==> config.mk <==
export PLATFORM = sky130hd
export DESIGN_NAME = button_click_classifier
export DESIGN_NICKNAME = d
export VERILOG_FILES = /design/src/rtl/bcc_pkg.sv /design/src/rtl/bcc_cfg.sv /design/src/rtl/button_click_classifier.sv
export SDC_FILE = /design/constraint.sdc
export NUM_CORES = 1
export LEC_CHECK = 0
export BUFFER_PORTS_ARGS = -buffer_cell sky130_fd_sc_hd__buf_2
export CORE_UTILIZATION = 40
export CTS_CLUSTER_SIZE = 25
export DETAILED_ROUTE_END_ITERATION = 8
export GPL_TIMING_DRIVEN = 0
export PLACE_DENSITY_LB_ADDON = 0.1
export SLEW_MARGIN = 10
export SYNTH_ARGS = -nofsm -noshare
export SYNTH_HDL_FRONTEND = slang
export SYNTH_HIERARCHICAL = 1
export SYNTH_SLANG_ARGS = --single-unit
==> constraint.sdc <==
create_clock -name clk_i -period 2.9 [get_ports clk_i]
set_input_delay 0.435 -clock clk_i [delete_from_list [all_inputs] [get_ports clk_i]]
set_output_delay 0.435 -clock clk_i [all_outputs]
set_load 0.02 [all_outputs]
==> src/rtl/bcc_pkg.sv <==
package bcc_pkg;

  // Register indexes on the configuration port (byte address is 4 times the index).
  localparam logic [1:0] REG_PRESSED_LEVEL = 2'd0;
  localparam logic [1:0] REG_LONG_TICKS    = 2'd1;
  localparam logic [1:0] REG_DOUBLE_WAIT   = 2'd2;

  localparam logic [7:0] LONG_TICKS_RESET  = 8'd30;
  localparam logic [7:0] DOUBLE_WAIT_RESET = 8'd15;

  typedef enum logic [1:0] {
    EV_NONE   = 2'd0,
    EV_SINGLE = 2'd1,
    EV_DOUBLE = 2'd2,
    EV_LONG   = 2'd3
  } click_event_e;

  typedef struct packed {
    logic       pressed_level;
    logic [7:0] long_press_ticks;
    logic [7:0] double_wait_ticks;
  } cfg_t;

endpackage

==> src/rtl/bcc_cfg.sv <==
module bcc_cfg (
  input  logic               clk_i,
  input  logic               rst_ni,
  input  logic               psel,
  input  logic               penable,
  input  logic               pwrite,
  input  logic [3:0]         paddr,
  input  logic [31:0]        pwdata,
  output logic [31:0]        prdata,
  output logic               pready,
  output bcc_pkg::cfg_t      cfg_o
);

  bcc_pkg::cfg_t cfg_q, cfg_d;
  logic          wr_en;
  logic [1:0]    reg_idx;

  assign pready  = 1'b1;
  assign reg_idx = paddr[3:2];
  assign wr_en   = psel & penable & pwrite;

  always_comb begin
    cfg_d = cfg_q;
    if (wr_en) begin
      unique case (reg_idx)
        bcc_pkg::REG_PRESSED_LEVEL: cfg_d.pressed_level     = pwdata[0];
        bcc_pkg::REG_LONG_TICKS:    cfg_d.long_press_ticks  = pwdata[7:0];
        bcc_pkg::REG_DOUBLE_WAIT:   cfg_d.double_wait_ticks = pwdata[7:0];
        default: ;
      endcase
    end
  end

  always_comb begin
    unique case (reg_idx)
      bcc_pkg::REG_PRESSED_LEVEL: prdata = {31'd0, cfg_q.pressed_level};
      bcc_pkg::REG_LONG_TICKS:    prdata = {24'd0, cfg_q.long_press_ticks};
      bcc_pkg::REG_DOUBLE_WAIT:   prdata = {24'd0, cfg_q.double_wait_ticks};
      default:                    prdata = 32'd0;
    endcase
  end

  always_ff @(posedge clk_i or negedge rst_ni) begin
    if (!rst_ni) begin
      cfg_q.pressed_level     <= 1'b0;
      cfg_q.long_press_ticks  <= bcc_pkg::LONG_TICKS_RESET;
      cfg_q.double_wait_ticks <= bcc_pkg::DOUBLE_WAIT_RESET;
    end else begin
      cfg_q <= cfg_d;
    end
  end

  assign cfg_o = cfg_q;

endmodule

==> src/rtl/button_click_classifier.sv <==
// Channel   Direction  Handshake              Payload
// input     in         in_valid_i/in_stall_o   pin_level_i (1 bit)
// result    out        out_valid_o/out_stall_i click_event_o (2 bits)
// config    in         APB psel/penable        paddr/pwdata/prdata
//
// One request enters the input register per cycle while in_stall_o is low; its event is
// then loaded into the result register while the next request enters the input register.
// The phase and tick counter update in the same cycle that the result register loads.
// Reset clears the phase, the counter, both valid flags and loads the register defaults.
// A stall on the result side holds the result and backs up into the input register.
module button_click_classifier (
  input  logic        clk_i,
  input  logic        rst_ni,
  input  logic        in_valid_i,
  output logic        in_stall_o,
  input  logic        pin_level_i,
  output logic        out_valid_o,
  input  logic        out_stall_i,
  output logic [1:0]  click_event_o,
  input  logic        psel,
  input  logic        penable,
  input  logic        pwrite,
  input  logic [3:0]  paddr,
  input  logic [31:0] pwdata,
  output logic [31:0] prdata,
  output logic        pready
);

  localparam logic [2:0] PH_IDLE     = 3'd0;
  localparam logic [2:0] PH_DEBOUNCE = 3'd1;
  localparam logic [2:0] PH_PRESSED  = 3'd2;
  localparam logic [2:0] PH_LONG     = 3'd3;
  localparam logic [2:0] PH_WAIT     = 3'd4;
  localparam logic [2:0] PH_SECOND   = 3'd5;

  bcc_pkg::cfg_t        cfg;
  logic                 in_valid_q;
  logic                 pin_q;
  logic                 out_valid_q;
  bcc_pkg::click_event_e event_q, event_d;
  logic [2:0]           phase_q, phase_d;
  logic [7:0]           tick_q, tick_d;
  logic                 advance;
  logic                 step;
  logic                 pressed;
  logic                 long_hit;
  logic                 wait_hit;

  bcc_cfg u_cfg (
    .clk_i   (clk_i),
    .rst_ni  (rst_ni),
    .psel    (psel),
    .penable (penable),
    .pwrite  (pwrite),
    .paddr   (paddr),
    .pwdata  (pwdata),
    .prdata  (prdata),
    .pready  (pready),
    .cfg_o   (cfg)
  );

  // The result register can take a new value when it is empty or being drained.
  assign advance    = ~out_valid_q | ~out_stall_i;
  assign step       = in_valid_q & advance;
  assign in_stall_o = in_valid_q & ~advance;

  assign pressed  = (pin_q == cfg.pressed_level);
  assign long_hit = (tick_q >= cfg.long_press_ticks);
  assign wait_hit = (tick_q >= cfg.double_wait_ticks);

  always_comb begin
    phase_d = phase_q;
    tick_d  = tick_q;
    event_d = bcc_pkg::EV_NONE;
    unique case (phase_q)
      PH_IDLE: begin
        if (pressed) phase_d = PH_DEBOUNCE;
        else         tick_d  = 8'd0;
      end
      PH_DEBOUNCE: begin
        if (pressed) begin
          phase_d = PH_PRESSED;
        end else begin
          phase_d = PH_IDLE;
          tick_d  = 8'd0;
        end
      end
      PH_PRESSED: begin
        if (pressed && long_hit) begin
          phase_d = PH_LONG;
          tick_d  = 8'd0;
        end else if (pressed) begin
          tick_d = tick_q + 8'd1;
        end else begin
          phase_d = PH_WAIT;
          tick_d  = 8'd0;
        end
      end
      PH_LONG: begin
        tick_d = 8'd0;
        if (!pressed) begin
          phase_d = PH_IDLE;
          event_d = bcc_pkg::EV_LONG;
        end
      end
      PH_WAIT: begin
        if (!pressed && wait_hit) begin
          phase_d = PH_IDLE;
          tick_d  = 8'd0;
          event_d = bcc_pkg::EV_SINGLE;
        end else if (!pressed) begin
          tick_d = tick_q + 8'd1;
        end else begin
          phase_d = PH_SECOND;
          tick_d  = 8'd0;
        end
      end
      PH_SECOND: begin
        if (pressed && long_hit) begin
          phase_d = PH_IDLE;
          tick_d  = 8'd0;
          event_d = bcc_pkg::EV_SINGLE;
        end else if (pressed) begin
          tick_d = tick_q + 8'd1;
        end else begin
          phase_d = PH_IDLE;
          tick_d  = 8'd0;
          event_d = bcc_pkg::EV_DOUBLE;
        end
      end
      default: begin
        phase_d = PH_IDLE;
        tick_d  = 8'd0;
      end
    endcase
  end

  always_ff @(posedge clk_i or negedge rst_ni) begin
    if (!rst_ni) begin
      in_valid_q  <= 1'b0;
      out_valid_q <= 1'b0;
      phase_q     <= PH_IDLE;
      tick_q      <= 8'd0;
    end else begin
      if (!in_stall_o) in_valid_q <= in_valid_i;
      if (advance)     out_valid_q <= in_valid_q;
      if (step) begin
        phase_q <= phase_d;
        tick_q  <= tick_d;
      end
    end
  end

  always_ff @(posedge clk_i) begin
    if (!in_stall_o && in_valid_i) pin_q <= pin_level_i;
    if (step) event_q <= event_d;
  end

  assign out_valid_o   = out_valid_q;
  assign click_event_o = event_q;

endmodule
==> run summary <==
outcome: complete, no violations
critical path type: flip-flop to flip-flop
buffer count from post-CTS setup fixing: 0
initial core utilization: 42.00%
# nets final: 365
Die Y: 78.50 um
Layout area overhead: 18.49%
GPL Wtd Cong: 0.7960
Async SR Flop Fraction: 90.91%
Clock transition at path regs: 0.07 ns
Reg-to-Reg Start: u_cfg/cfg_o[2]
Slew HR: 54.68%
top-count cell post-synth: buf_4
TritonRoute pass-1 iters: 4
FMAX: 371.8 MHz
register-to-register setup slack: 0.21 ns
share of cells above drive strength 1: 32.46%
HP Class: primary input to asynchronous set/reset pin
total CTS buffers: 5
row cnt: 27
Total GRT Usage: 15.76%
htree depth: 2
final setup TNS: 0 ns
leading area contributor after synthesis: dfrtp_1
number of global-route vias before repair: 1,686
top cell type's share of synthesized area: 23.52%
Yosys Warn Count: 6
critical path's top delay family: compound AO/OA/AOI/OAI gates
CP dominant cell by count: a211oi_1
Synth Register Bits: 33
period utilisation layout: 92.73%
post-cts resize count: 0
Max stage delay on crit path: 0.62 ns
CP endpoint: tick_q[1]
final hold violation count: 0
crit-path cells: inv_1 > ha_1 > a211oi_1 > o21ai_0 > a211oi_1 > a32oi_2 > o21a_4 > o31ai_4
Reg area: 850.8 sq um
Max Slew Vio Count: 0
io pins: 81
Worst Setup SP: u_cfg/cfg_o[2]
largest net degree at the start of global routing: 31
crit path DAT: 2.89 ns
diodes inserted: 0
clk sinks: 33
grt ovf: 0
CP max stage cell: a211oi_1
WL final: 4375 um
TritonCTS clock tree: done
CTS Hold Bufs: 0
root buf cell: clkbuf_8
Clock Path Buffers: 2
worst-path fanout max: 8
crit path buf inv count: 1
most frequent cells after synthesis: buf_4, nand2_1, dfrtp_1
min Tclk post-route: 2.689 ns
RSZ-0062 raised after global routing: false
Slew @ Worst Pin: 0.6757 ns
Worst Setup Start Kind: flip-flop
clock latency on the worst-skew pair: 0.28 ns
synth top area cells: dfrtp_1, ha_1, dfstp_2
Pwr Density: 629.6 nW/um^2
R2R cell count: 8
Post-Syn Area per Cell: 9.555 sq um
Multi-input gate area: 1286 sq um
# port buffers: 29
Die X: 78.50 um
Final ANT Viol Nets: 0
Via Count: 1,814
Die ar.: 6162 sq um
Critical Path RT: 3.10 ns
Clock Skew: 0.006818 ns
MaxCap Viol Count: 0
Post-Layout Cell Count: 377
core area: 5574 sq um
Leak: 1.320 nW
Setup Viol. Count Final: 0
antenna violations before repair: 0
synthesized cell area: 2341 sq um
first-pass GRT wire length: 7562 um
HPWL after DPL: 3301 um
reg-to-reg endpoint: tick_q[1]
worst vdd ir: 0.0003641 V
post-route DRC violation count: 0
Mapped Cells: 245
DR vias/cell: 4.812
starting DRC count in detailed routing: 82
placed instance count: 369
fillers: 551
Post-synth EDFFs: 3
DR WL/cell: 11.60 um
endpoint class of the critical path: flip-flop
Levels on crit path: 8
sequential share of the synthesized area: 36.34%
dominant register cell in the synthesized netlist: dfrtp_1
Yosys cell types: 46
## cell type report
type / instances / area share, %
Multi-Input combinational cell: 183 / 46.37
Timing Repair Buffer: 29 / 5.232
Sequential cell: 33 / 30.67
Clock buffer: 8 / 4.014
Inverter: 21 / 2.842
Buffer: 31 / 7.623
Tap cell: 72 / 3.248
## report_power, final
group	internal [mW]	total (mW)	switching [mW]
clock network	0.246	0.418	0.173
registers	0.577	0.642	0.0646
logic	0.273	0.686	0.413
total	1.10	1.75	0.651
## worst min path at each step
stage	startpoint	to	slack, ns	cells after the start
after floorplan	rst_ni	in_valid_q	0.14	0
after detailed placement	in_valid_q	out_valid_o	0.49	1
after global routing	rst_ni	tick_q[3]	0.25	1
after global placement	in_valid_q	out_valid_o	0.47	1
after CTS	rst_ni	u_cfg/cfg_o[8]	0.22	1
final	rst_ni	u_cfg/cfg_o[8]	0.19	1
## metrics by stage
stage	setup slack (ns)	area [sq um]	util [%]	power, mW	hold WS [ns]
2_1_floorplan	0.6324	2427	-	1.177	0.1394
3_3_place_gp	0.2023	2663	47.77	1.333	0.4746
3_5_place_dp	0.2240	2663	47.77	1.338	0.4906
4_1_cts	0.1938	2774	49.76	1.771	0.2214
5_1_grt	0.06428	2774	49.76	1.879	0.2514
6_report	0.2107	2774	49.76	1.746	0.1885
## sequential cells by signal, summed over array words and instances, names as in the netlist
register and flops:
in_valid_q 1, tick_q 8, click_event_o 2, pin_q 1, out_valid_o 1, u_cfg/cfg_o 17
phase_q 3
## per-layer routing
metal	GRT usage [%]	wire length, um	vias to the layer above
met4	5.370	53	0
met5	0	0	-
li1	-	-	934
met2	27.30	2061	55
met3	3.256	184	6
met1	19.25	2076	819
## cell usage in the layout (no fill, tap or decap), types with 7 or more instances in the layout
cell type,instances
a21oi_1,11
a22o_1,7
buf_2,30
buf_4,25
conb_1,25
dfrtp_1,22
dfstp_2,8
ha_1,17
inv_1,20
mux2_2,17
nand2_1,23
nand3_1,10
nor2_1,10
o21ai_0,9
## cell families (layout without fill, tap and decap cells)
kind of cell,Yosys count,in the layout,share of synthesized area [%]
compound gates,54,54,17.26
xor+xnor,2,2,0.7484
fa+ha+maj,17,17,9.086
buf+inv,52,89,12.40
flops,33,33,36.34
mux,18,18,8.605
other cells,2,25,0.3208
simple gates,67,67,15.23
Power figures use the tool's default switching activity.
